$ cat config.mk
export PLATFORM = sky130hd
export DESIGN_NAME = vending_controller_with_change_unit
export DESIGN_NICKNAME = d
export VERILOG_FILES = /design/src/sv/vcc_pkg.sv /design/src/sv/vending_controller_with_change_unit.sv /design/src/sv/vcc_ctrl.sv /design/src/sv/vcc_datapath.sv
export SDC_FILE = /design/constraint.sdc
export NUM_CORES = 1
export LEC_CHECK = 0
export ABC_CLOCK_PERIOD_IN_PS = 9230
export BUFFER_PORTS_ARGS = -buffer_cell sky130_fd_sc_hd__buf_4
export CAP_MARGIN = 10
export CORE_ASPECT_RATIO = 1.4
export CORE_MARGIN = 5
export CORE_UTILIZATION = 39
export CTS_CLUSTER_SIZE = 25
export DETAILED_ROUTE_END_ITERATION = 6
export PLACE_DENSITY_LB_ADDON = 0.05
export SYNTH_ARGS = -nofsm -noshare
export SYNTH_HDL_FRONTEND = slang
export SYNTH_SLANG_ARGS = --single-unit
$ cat constraint.sdc
create_clock -name clock -period 9.23 [get_ports clock]
set_clock_uncertainty 0.05 [all_clocks]
set_input_delay 0.923 -clock clock [delete_from_list [all_inputs] [get_ports clock]]
set_output_delay 0.923 -clock clock [all_outputs]
set_load 0.05 [all_outputs]
$ cat src/sv/vcc_pkg.sv
// ----------------------------------------------------------------------------
// vcc_pkg
// Shared types, codes and constants of the vending controller with change:
// request and response words, outcome codes, controller/datapath handshake.
// ----------------------------------------------------------------------------
`default_nettype none

package vcc_pkg;

   // product slots; the index field is three bits wide
   localparam int SLOT_W       = 3;
   localparam int SLOT_COUNT   = 2 ** SLOT_W;
   localparam int NUM_PRODUCTS = 8;
   localparam int RANGE_W      = 9;

   // request actions
   localparam logic [1:0] ACT_LOAD   = 2'd0;
   localparam logic [1:0] ACT_SELECT = 2'd1;
   localparam logic [1:0] ACT_INSERT = 2'd2;
   localparam logic [1:0] ACT_STOCK  = 2'd3;

   // response kinds
   localparam logic [2:0] KIND_STATUS    = 3'd0;
   localparam logic [2:0] KIND_COIN      = 3'd1;
   localparam logic [2:0] KIND_DISPENSED = 3'd2;
   localparam logic [2:0] KIND_REFUNDED  = 3'd3;
   localparam logic [2:0] KIND_OWED      = 3'd4;
   localparam logic [2:0] KIND_CANCELLED = 3'd5;
   localparam logic [2:0] KIND_ERROR     = 3'd6;

   // coin sequencing
   localparam logic [2:0] COIN_FIRST = 3'd0;
   localparam logic [2:0] COIN_LAST  = 3'd7;

   // rest / 200 as ((rest >> 3) * 5243) >> 17, exact for any 16-bit rest
   localparam logic [12:0] Q200_MULT = 13'd5243;
   localparam int          Q200_SHIFT = 17;

   typedef struct packed {
      logic [1:0]  action;
      logic [2:0]  product_index;
      logic [13:0] price_cents;
      logic [7:0]  stock_count;
      logic [13:0] amount_cents;
   } vcc_req_type;

   typedef struct packed {
      logic [2:0]  kind;
      logic [7:0]  coin_value;
      logic [8:0]  coin_count;
      logic [15:0] money_cents;
      logic [7:0]  stock_left;
      logic        last;
   } vcc_rsp_type;

   // what the current word turns into
   typedef enum logic [2:0] {
      OUT_ERROR,
      OUT_LOAD,
      OUT_STOCK,
      OUT_SELECT,
      OUT_CANCEL,
      OUT_OWED,
      OUT_REFUND,
      OUT_PAY
   } vcc_outcome_type;

   // controller to datapath
   typedef struct packed {
      logic take_item;
      logic commit;
      logic pay_setup;
      logic div_load;
      logic coin_step;
      logic disp_emit;
   } vcc_cmd_type;

   // datapath to controller
   typedef struct packed {
      vcc_outcome_type outcome;
      logic            can_emit;
      logic            coin_nonzero;
      logic            coin_last;
   } vcc_sts_type;

   // euro denominations, largest first
   function automatic logic [7:0] coin_value(input logic [2:0] idx);
      logic [7:0] val;
      unique case (idx)
         3'd0:    val = 8'd200;
         3'd1:    val = 8'd100;
         3'd2:    val = 8'd50;
         3'd3:    val = 8'd20;
         3'd4:    val = 8'd10;
         3'd5:    val = 8'd5;
         3'd6:    val = 8'd2;
         default: val = 8'd1;
      endcase
      return val;
   endfunction

endpackage

`default_nettype wire

$ cat src/sv/vending_controller_with_change_unit.sv
// Responses: a load, select, restock or insert that does not complete a sale
//   gives its one word; a sale gives coin words, then its dispense word, one
//   coin type per cycle while the output register can take a word.
// Flow: one word at a time; the next is taken when the last word of the
//   previous one is in the output register.
// Reset: synchronous; clears prices, stock, selection and paid total.
// ----------------------------------------------------------------------------
// vending_controller_with_change_unit
// Vending controller with price/stock table and greedy euro change output.
// ----------------------------------------------------------------------------
`default_nettype none

module vending_controller_with_change_unit (
   input  wire logic                 clock,
   input  wire logic                 reset,
   input  wire logic                 req_valid,
   output      logic                 req_ready,
   input  wire vcc_pkg::vcc_req_type req_word,
   output      logic                 rsp_valid,
   input  wire logic                 rsp_ready,
   output      vcc_pkg::vcc_rsp_type rsp_word
);

   vcc_pkg::vcc_cmd_type cmd;
   vcc_pkg::vcc_sts_type sts;

   // sequencer
   vcc_ctrl u_ctrl (
      .clock     (clock),
      .reset     (reset),
      .req_valid (req_valid),
      .req_ready (req_ready),
      .sts       (sts),
      .cmd       (cmd)
   );

   // tables and arithmetic
   vcc_datapath u_datapath (
      .clock     (clock),
      .reset     (reset),
      .req_word  (req_word),
      .rsp_valid (rsp_valid),
      .rsp_ready (rsp_ready),
      .rsp_word  (rsp_word),
      .cmd       (cmd),
      .sts       (sts)
   );

`ifndef SYNTHESIS
   // a word is never written over an untaken one
   assert property (@(posedge clock) disable iff (reset)
      (cmd.commit || cmd.disp_emit) |-> sts.can_emit)
      else $error("response written while output register is held");

   // one word at a time
   assert property (@(posedge clock) disable iff (reset)
      (req_valid && req_ready) |=> !req_ready)
      else $error("new word accepted while busy");

   // a sale always goes on to the quotient load
   assert property (@(posedge clock) disable iff (reset)
      cmd.pay_setup |=> cmd.div_load)
      else $error("sale setup not followed by quotient load");

   // at most one datapath command per cycle
   assert property (@(posedge clock) disable iff (reset)
      $onehot0({cmd.take_item, cmd.commit, cmd.pay_setup, cmd.div_load,
                cmd.coin_step, cmd.disp_emit}))
      else $error("conflicting datapath commands");
`endif

endmodule

`default_nettype wire

$ cat src/sv/vcc_ctrl.sv
// ----------------------------------------------------------------------------
// vcc_ctrl
// Sequencer of the vending controller: takes a word, lets the datapath judge
// it, and walks change coins one denomination per cycle unless output is held.
// ----------------------------------------------------------------------------
`default_nettype none

module vcc_ctrl (
   input  wire logic                clock,
   input  wire logic                reset,
   input  wire logic                req_valid,
   output      logic                req_ready,
   input  wire vcc_pkg::vcc_sts_type sts,
   output      vcc_pkg::vcc_cmd_type cmd
);

   typedef enum logic [2:0] {
      ST_IDLE,
      ST_EVAL,
      ST_DIV,
      ST_COIN,
      ST_DISP
   } state_type;

   state_type state_ff;
   state_type state_in;

   // commands and next state
   always_comb begin
      cmd      = '0;
      state_in = state_ff;
      unique case (state_ff)
         ST_IDLE: begin
            if (req_valid) begin
               cmd.take_item = 1'b1;
               state_in      = ST_EVAL;
            end
         end
         ST_EVAL: begin
            if (sts.outcome == vcc_pkg::OUT_PAY) begin
               cmd.pay_setup = 1'b1;
               state_in      = ST_DIV;
            end else if (sts.can_emit) begin
               cmd.commit = 1'b1;
               state_in   = ST_IDLE;
            end
         end
         ST_DIV: begin
            cmd.div_load = 1'b1;
            state_in     = ST_COIN;
         end
         ST_COIN: begin
            // unused denominations pass without a word
            if (!sts.coin_nonzero || sts.can_emit) begin
               cmd.coin_step = 1'b1;
               if (sts.coin_last) begin
                  state_in = ST_DISP;
               end
            end
         end
         ST_DISP: begin
            if (sts.can_emit) begin
               cmd.disp_emit = 1'b1;
               state_in      = ST_IDLE;
            end
         end
         default: state_in = ST_IDLE;
      endcase
   end

   assign req_ready = (state_ff == ST_IDLE);

   always_ff @(posedge clock) begin
      if (reset) begin
         state_ff <= ST_IDLE;
      end else begin
         state_ff <= state_in;
      end
   end

endmodule

`default_nettype wire

$ cat src/sv/vcc_datapath.sv
// ----------------------------------------------------------------------------
// vcc_datapath
// Price and stock tables, selection and paid total, change arithmetic and the
// response output register.
// ----------------------------------------------------------------------------
`default_nettype none

module vcc_datapath (
   input  wire logic                 clock,
   input  wire logic                 reset,
   input  wire vcc_pkg::vcc_req_type req_word,
   output      logic                 rsp_valid,
   input  wire logic                 rsp_ready,
   output      vcc_pkg::vcc_rsp_type rsp_word,
   input  wire vcc_pkg::vcc_cmd_type cmd,
   output      vcc_pkg::vcc_sts_type sts
);

   // control state
   logic [13:0] price_ff [vcc_pkg::SLOT_COUNT];
   logic [13:0] price_in [vcc_pkg::SLOT_COUNT];
   logic [7:0]  stock_ff [vcc_pkg::SLOT_COUNT];
   logic [7:0]  stock_in [vcc_pkg::SLOT_COUNT];
   logic [2:0]  chosen_ff, chosen_in;
   logic        picked_ff, picked_in;
   logic [15:0] paid_ff, paid_in;
   logic [2:0]  coin_idx_ff, coin_idx_in;
   logic        rsp_valid_ff, rsp_valid_in;

   // payload registers
   vcc_pkg::vcc_req_type item_ff, item_in;
   logic [15:0] rest_ff, rest_in;
   logic [15:0] change_ff, change_in;
   logic [7:0]  left_ff, left_in;
   logic [8:0]  q200_ff, q200_in;
   vcc_pkg::vcc_rsp_type rsp_word_ff, rsp_word_in;

   // evaluation signals
   logic [2:0]  addr;
   logic [13:0] rd_price;
   logic [7:0]  rd_stock;
   logic [16:0] sum_wide;
   logic [15:0] paid_sum;
   logic        slot_bad;
   logic        chosen_bad;
   vcc_pkg::vcc_outcome_type outcome;
   vcc_pkg::vcc_rsp_type single_word;

   // coin signals
   logic [7:0]  cval;
   logic [8:0]  small_cnt;
   logic [8:0]  cnt;
   logic [16:0] cmoney_wide;
   logic [15:0] cmoney;
   logic [25:0] q200_prod;
   logic        can_emit;
   logic        emit;

   // table read and saturating paid sum
   always_comb begin
      addr       = (item_ff.action == vcc_pkg::ACT_INSERT) ? chosen_ff
                                                           : item_ff.product_index;
      rd_price   = price_ff[addr];
      rd_stock   = stock_ff[addr];
      sum_wide   = 17'(paid_ff) + 17'(item_ff.amount_cents);
      paid_sum   = sum_wide[16] ? 16'hFFFF : sum_wide[15:0];
      slot_bad   = vcc_pkg::RANGE_W'(item_ff.product_index)
                   >= vcc_pkg::RANGE_W'(vcc_pkg::NUM_PRODUCTS);
      chosen_bad = vcc_pkg::RANGE_W'(chosen_ff)
                   >= vcc_pkg::RANGE_W'(vcc_pkg::NUM_PRODUCTS);
   end

   // classify the word
   always_comb begin
      if (item_ff.action != vcc_pkg::ACT_INSERT) begin
         priority if (slot_bad) begin
            outcome = vcc_pkg::OUT_ERROR;
         end else if (item_ff.action == vcc_pkg::ACT_LOAD) begin
            outcome = vcc_pkg::OUT_LOAD;
         end else if (item_ff.action == vcc_pkg::ACT_STOCK) begin
            outcome = vcc_pkg::OUT_STOCK;
         end else if (picked_ff && paid_ff != 16'd0) begin
            outcome = vcc_pkg::OUT_ERROR;
         end else begin
            outcome = vcc_pkg::OUT_SELECT;
         end
      end else begin
         priority if (!picked_ff || chosen_bad) begin
            outcome = vcc_pkg::OUT_ERROR;
         end else if (item_ff.amount_cents == 14'd0 && paid_ff == 16'd0) begin
            outcome = vcc_pkg::OUT_CANCEL;
         end else if (paid_sum < 16'(rd_price)) begin
            outcome = vcc_pkg::OUT_OWED;
         end else if (rd_stock == 8'd0) begin
            outcome = vcc_pkg::OUT_REFUND;
         end else begin
            outcome = vcc_pkg::OUT_PAY;
         end
      end
   end

   // single-word results
   always_comb begin
      single_word      = '0;
      single_word.last = 1'b1;
      unique case (outcome)
         vcc_pkg::OUT_LOAD: begin
            single_word.kind        = vcc_pkg::KIND_STATUS;
            single_word.money_cents = 16'(item_ff.price_cents);
            single_word.stock_left  = item_ff.stock_count;
         end
         vcc_pkg::OUT_STOCK: begin
            single_word.kind        = vcc_pkg::KIND_STATUS;
            single_word.money_cents = 16'(rd_price);
            single_word.stock_left  = item_ff.stock_count;
         end
         vcc_pkg::OUT_SELECT: begin
            single_word.kind        = vcc_pkg::KIND_STATUS;
            single_word.money_cents = 16'(rd_price);
            single_word.stock_left  = rd_stock;
         end
         vcc_pkg::OUT_CANCEL: begin
            single_word.kind       = vcc_pkg::KIND_CANCELLED;
            single_word.stock_left = rd_stock;
         end
         vcc_pkg::OUT_OWED: begin
            single_word.kind        = vcc_pkg::KIND_OWED;
            single_word.money_cents = 16'(rd_price) - paid_sum;
            single_word.stock_left  = rd_stock;
         end
         vcc_pkg::OUT_REFUND: begin
            single_word.kind        = vcc_pkg::KIND_REFUNDED;
            single_word.money_cents = paid_sum;
         end
         default: begin
            single_word.kind = vcc_pkg::KIND_ERROR;
         end
      endcase
   end

   // coin count for the current denomination
   always_comb begin
      cval      = vcc_pkg::coin_value(coin_idx_ff);
      q200_prod = 26'(rest_ff[15:3]) * 26'(vcc_pkg::Q200_MULT);
      // below the largest coin the rest stays under twice the denomination
      // or, for 20 and 2, under three times
      if (rest_ff >= {7'd0, cval, 1'b0}) begin
         small_cnt = 9'd2;
      end else if (rest_ff >= {8'd0, cval}) begin
         small_cnt = 9'd1;
      end else begin
         small_cnt = 9'd0;
      end
      cnt         = (coin_idx_ff == vcc_pkg::COIN_FIRST) ? q200_ff : small_cnt;
      cmoney_wide = 17'(cnt) * 17'(cval);
      cmoney      = cmoney_wide[15:0];
   end

   assign can_emit = !rsp_valid_ff || rsp_ready;
   assign emit     = cmd.commit || cmd.disp_emit || (cmd.coin_step && cnt != 9'd0);

   // next-state of tables, selection and sequencing
   always_comb begin
      price_in     = price_ff;
      stock_in     = stock_ff;
      chosen_in    = chosen_ff;
      picked_in    = picked_ff;
      paid_in      = paid_ff;
      coin_idx_in  = coin_idx_ff;
      item_in      = item_ff;
      rest_in      = rest_ff;
      change_in    = change_ff;
      left_in      = left_ff;
      q200_in      = q200_ff;
      rsp_word_in  = rsp_word_ff;
      rsp_valid_in = rsp_valid_ff;

      if (cmd.take_item) begin
         item_in = req_word;
      end

      // commit of a single-word outcome
      if (cmd.commit) begin
         unique case (outcome)
            vcc_pkg::OUT_LOAD: begin
               price_in[addr] = item_ff.price_cents;
               stock_in[addr] = item_ff.stock_count;
            end
            vcc_pkg::OUT_STOCK: begin
               stock_in[addr] = item_ff.stock_count;
            end
            vcc_pkg::OUT_SELECT: begin
               chosen_in = item_ff.product_index;
               picked_in = 1'b1;
               paid_in   = 16'd0;
            end
            vcc_pkg::OUT_CANCEL: begin
               picked_in = 1'b0;
            end
            vcc_pkg::OUT_OWED: begin
               paid_in = paid_sum;
            end
            vcc_pkg::OUT_REFUND: begin
               picked_in = 1'b0;
               paid_in   = 16'd0;
            end
            default: begin
            end
         endcase
      end

      // completed payment with stock on hand
      if (cmd.pay_setup) begin
         rest_in        = paid_sum - 16'(rd_price);
         change_in      = paid_sum - 16'(rd_price);
         left_in        = rd_stock - 8'd1;
         stock_in[addr] = rd_stock - 8'd1;
         picked_in      = 1'b0;
         paid_in        = 16'd0;
         coin_idx_in    = vcc_pkg::COIN_FIRST;
      end

      if (cmd.div_load) begin
         q200_in = q200_prod[vcc_pkg::Q200_SHIFT +: 9];
      end

      if (cmd.coin_step) begin
         rest_in     = rest_ff - cmoney;
         coin_idx_in = coin_idx_ff + 3'd1;
      end

      // output word; a skipped denomination leaves a held word untouched
      if (cmd.commit) begin
         rsp_word_in = single_word;
      end else if (cmd.coin_step && cnt != 9'd0) begin
         rsp_word_in.kind        = vcc_pkg::KIND_COIN;
         rsp_word_in.coin_value  = cval;
         rsp_word_in.coin_count  = cnt;
         rsp_word_in.money_cents = cmoney;
         rsp_word_in.stock_left  = left_ff;
         rsp_word_in.last        = 1'b0;
      end else if (cmd.disp_emit) begin
         rsp_word_in.kind        = vcc_pkg::KIND_DISPENSED;
         rsp_word_in.coin_value  = 8'd0;
         rsp_word_in.coin_count  = 9'd0;
         rsp_word_in.money_cents = change_ff;
         rsp_word_in.stock_left  = left_ff;
         rsp_word_in.last        = 1'b1;
      end

      if (emit) begin
         rsp_valid_in = 1'b1;
      end else if (rsp_ready) begin
         rsp_valid_in = 1'b0;
      end
   end

   // control registers
   always_ff @(posedge clock) begin
      if (reset) begin
         for (int i = 0; i < vcc_pkg::SLOT_COUNT; i++) begin
            price_ff[i] <= '0;
            stock_ff[i] <= '0;
         end
         chosen_ff    <= '0;
         picked_ff    <= 1'b0;
         paid_ff      <= '0;
         coin_idx_ff  <= vcc_pkg::COIN_FIRST;
         rsp_valid_ff <= 1'b0;
      end else begin
         price_ff     <= price_in;
         stock_ff     <= stock_in;
         chosen_ff    <= chosen_in;
         picked_ff    <= picked_in;
         paid_ff      <= paid_in;
         coin_idx_ff  <= coin_idx_in;
         rsp_valid_ff <= rsp_valid_in;
      end
   end

   // payload registers
   always_ff @(posedge clock) begin
      item_ff     <= item_in;
      rest_ff     <= rest_in;
      change_ff   <= change_in;
      left_ff     <= left_in;
      q200_ff     <= q200_in;
      rsp_word_ff <= rsp_word_in;
   end

   assign rsp_valid = rsp_valid_ff;
   assign rsp_word  = rsp_word_ff;

   always_comb begin
      sts.outcome      = outcome;
      sts.can_emit     = can_emit;
      sts.coin_nonzero = (cnt != 9'd0);
      sts.coin_last    = (coin_idx_ff == vcc_pkg::COIN_LAST);
   end

endmodule

`default_nettype wire

==> metrics.cfg <==
[outcome]
outcome=finished clean

[worst_setup_path]
required_ns=9.46
path_class=reg2reg
critPathCaptureType=flop
max_stage_delay_ns=0.83
crit_fanout=9
critPathLaunchType=flop
cp_slowest_cell=o41ai_2
regToRegSetupSlack_ns=0.49
crit_arrival_ns=8.97

[cts]
cts_htree_levels=2
cts-resized-gates=0
clkLatencyLatePin_ns=0.57
cts_setup_buffers=0
ctsLongestPathBuffers=3
clk_pin_slew_ns=0.07
clock_sinks=338
cts_made_buffers=39
root_buffer=clkbuf_16
cts_tree=done
ctsHoldBuffers=0

[grt]
grt_pass1_vias=18930
overflow=0
grt_max_degree=106
track_usage_pct=22.50
antenna_found_initial=0
grt_pass1_wl_um=112000

[placement]
port-buffer-count=91
dpl.hpwl_um=55960
place_area_mm2=0.02424
place_congestion=0.8745

[die]
io_pins=92
die_area_mm2=0.06327
fp.dieW_um=214.0
fp.coreArea_mm2=0.05765
start_util_pct=39.42
num_rows=104
fp.dieH_um=295.6

[timing]
finalSetupTns_ns=0
worst_slew_pin_slew_ns=1.162
slew_violations=0
fin_crit_sh_pct=94.74
fmax_ghz=0.1144
slew_headroom_pct=22.23
finalSetupViolCount=0
finalCriticalPeriod_ns=8.744
grt_setup_unrepaired=false
final_hold_viol_count=0

[synthesis]
synth_edf_count=117
synth_area_mm2=0.02273
ys_types=92
seq_area_frac_synth_pct=34.93
synth_area_per_cell_um2=8.905
yosysWarnings=0
async_flop_share_pct=0
synth_ff_type=dfxtp_1
ys_seq_elements=338
synth_cells=2552

[final_layout]
layout.nets=2968
syn_to_final_growth_pct=12.44
layout-drive-gt1-share_pct=9.273
design_area_mm2=0.02555
n_antenna_cell=0

[route]
first_pass_iters=5
vias_per_cell=5.512
routedWlPerCell_um=21.58
highest_layer=met4
met3_length_um=2617
route.met2.wl_um=39000
ant_nets=0
wirelength_um=73040
drc=0
wl_met1_um=28340
routed-via-count=18650
dr.first_iter.drc_count=1161

[run]
max_cap_viol_count=0

[power]
power.density_mw_per_mm2=144.3
leakage_uw=0.01056
irDropWorstVdd_mv=0.1529

[worst_hold_path]
hold_class=reg2reg

==> final timing paths <==
kind                                                        startpoint                              endpoint  depth (start not counted)
worst max-delay path            u_datapath.coin_idx_ff[0]$_SDFFE_PP0P_      u_datapath.rest_ff[14]$_DFFE_PP_                         28
worst min-delay path              u_datapath.price_ff[89]$_SDFFE_PP0P_  u_datapath.price_ff[89]$_SDFFE_PP0P_                          2
worst max register to register  u_datapath.coin_idx_ff[0]$_SDFFE_PP0P_      u_datapath.rest_ff[14]$_DFFE_PP_                         28
worst min register to register    u_datapath.price_ff[89]$_SDFFE_PP0P_  u_datapath.price_ff[89]$_SDFFE_PP0P_                          2
==> cell families after synthesis <==
| logic type | after synthesis | share of synthesized area [%] |
|---|---|---|
| other cells | 2 | 0.03305 |
| fa+ha+maj | 314 | 20.61 |
| buf+inv | 386 | 6.541 |
| simple gates | 778 | 15.34 |
| mux | 34 | 1.569 |
| flops | 338 | 34.93 |
| xor+xnor | 71 | 2.736 |
| compound gates | 629 | 18.24 |
==> Yosys cell counts, types with 8 or more instances <==
library cell | number | area (um2)
nand2_1 | 375 | 1408
inv_1 | 262 | 983.4
dfxtp_1 | 221 | 4424
ha_1 | 208 | 2603
nor2_1 | 202 | 758.2
a21oi_1 | 198 | 991.0
edfxtp_1 | 117 | 3513
clkbuf_1 | 102 | 382.9
fa_1 | 102 | 2042
o21ai_0 | 71 | 355.3
o22ai_1 | 53 | 331.6
xnor2_1 | 48 | 420.4
a22oi_1 | 43 | 322.8
a221oi_1 | 37 | 324.1
nand2b_1 | 35 | 219.0
a211oi_1 | 32 | 240.2
mux2i_1 | 24 | 240.2
o21a_1 | 23 | 172.7
xor2_1 | 23 | 201.4
and2_1 | 22 | 137.6
and3_1 | 22 | 137.6
nor3_1 | 21 | 105.1
a21o_1 | 20 | 150.1
nand3_1 | 20 | 100.1
a22o_1 | 18 | 157.7
o31ai_1 | 16 | 120.1
o2bb2ai_1 | 14 | 122.6
a31oi_1 | 13 | 81.33
or2_2 | 13 | 81.33
buf_2 | 12 | 60.06
nor2b_1 | 11 | 68.82
or3_1 | 11 | 68.82
o211ai_1 | 10 | 75.07
mux2_2 | 9 | 101.4
nor4_1 | 8 | 50.05
o21ai_1 | 8 | 40.04
==> area by class of cell <==
cell class	count	area, um2
inverters	264	991.0
well taps	742	928.4
clock inverters	12	126.4
fillers	5727	32090
flip-flops and latches	338	7938
clock buffers	58	1182
repair buffers	137	1032
multi-input cells	1833	13350
==> per-stage QoR <==
stage,instances,power [uW],util [%],hold WS [ns],setup slack (ns)
floorplan,2557,1954,-,0.3857,0.8228
global placement,3314,2116,42.06,0.3907,0.6268
detailed placement,3314,2120,42.06,0.3969,0.4252
CTS,3384,3725,44.33,0.4050,0.3968
global route,3384,3821,44.33,0.4173,0.02773
finish,3384,3686,44.33,0.4040,0.4859
==> state kept, by name, indices dropped and copies added (netlist names) <==
signal                  flops
u_datapath.price_ff       112
u_datapath.stock_ff        64
u_datapath.rsp_word        45
u_datapath.item_ff         41
u_datapath.change_ff       16
u_datapath.paid_ff         16
u_datapath.rest_ff         16
u_datapath.q200_ff          9
u_datapath.left_ff          8
u_ctrl.state_ff             3
u_datapath.chosen_ff        3
u_datapath.coin_idx_ff      3
u_datapath.picked_ff        1
u_datapath.rsp_valid        1
==> critical path, delay by kind of cell (launching register included) <==
kind / cells / cell delay [ns]
fa+ha+maj: 11 / 4.46
buf+inv: 3 / 0.19
compound gates: 8 / 2.34
simple gates: 4 / 0.70
flops: 1 / 0.41
xor+xnor: 2 / 0.30
==> layout by cell type, fill, tap and decap left out, drive strengths merged, types with 22 or more instances in the layout <==
master and n:
nand2 375, inv 265, dfxtp 221, ha 208, nor2 204, a21oi 199, buf 137, edfxtp 117
fa 102, o21ai 80, clkbuf 58, o22ai 53, xnor2 48, a22oi 43, a221oi 37, nand2b 36
a211oi 33, mux2i 24, o21a 23, xor2 23, and3 22, and2 22
==> per-layer routing <==
layer / vias to the layer above / GRT usage, %
li1: 8980 / -
met2: 464 / 43.30
met5: - / 0
met4: 0 / 9.022
met3: 133 / 2.563
met1: 9074 / 25.40
==> where the power goes <==
group / leakage (uW) / internal (uW) / switching, uW
clock: 0.000644 / 946 / 652
combinational: 0.00705 / 158 / 314
sequential: 0.00287 / 1580 / 34.3
total: 0.0106 / 2690 / 1000
Note: power is estimated with default switching activity, not from simulation.
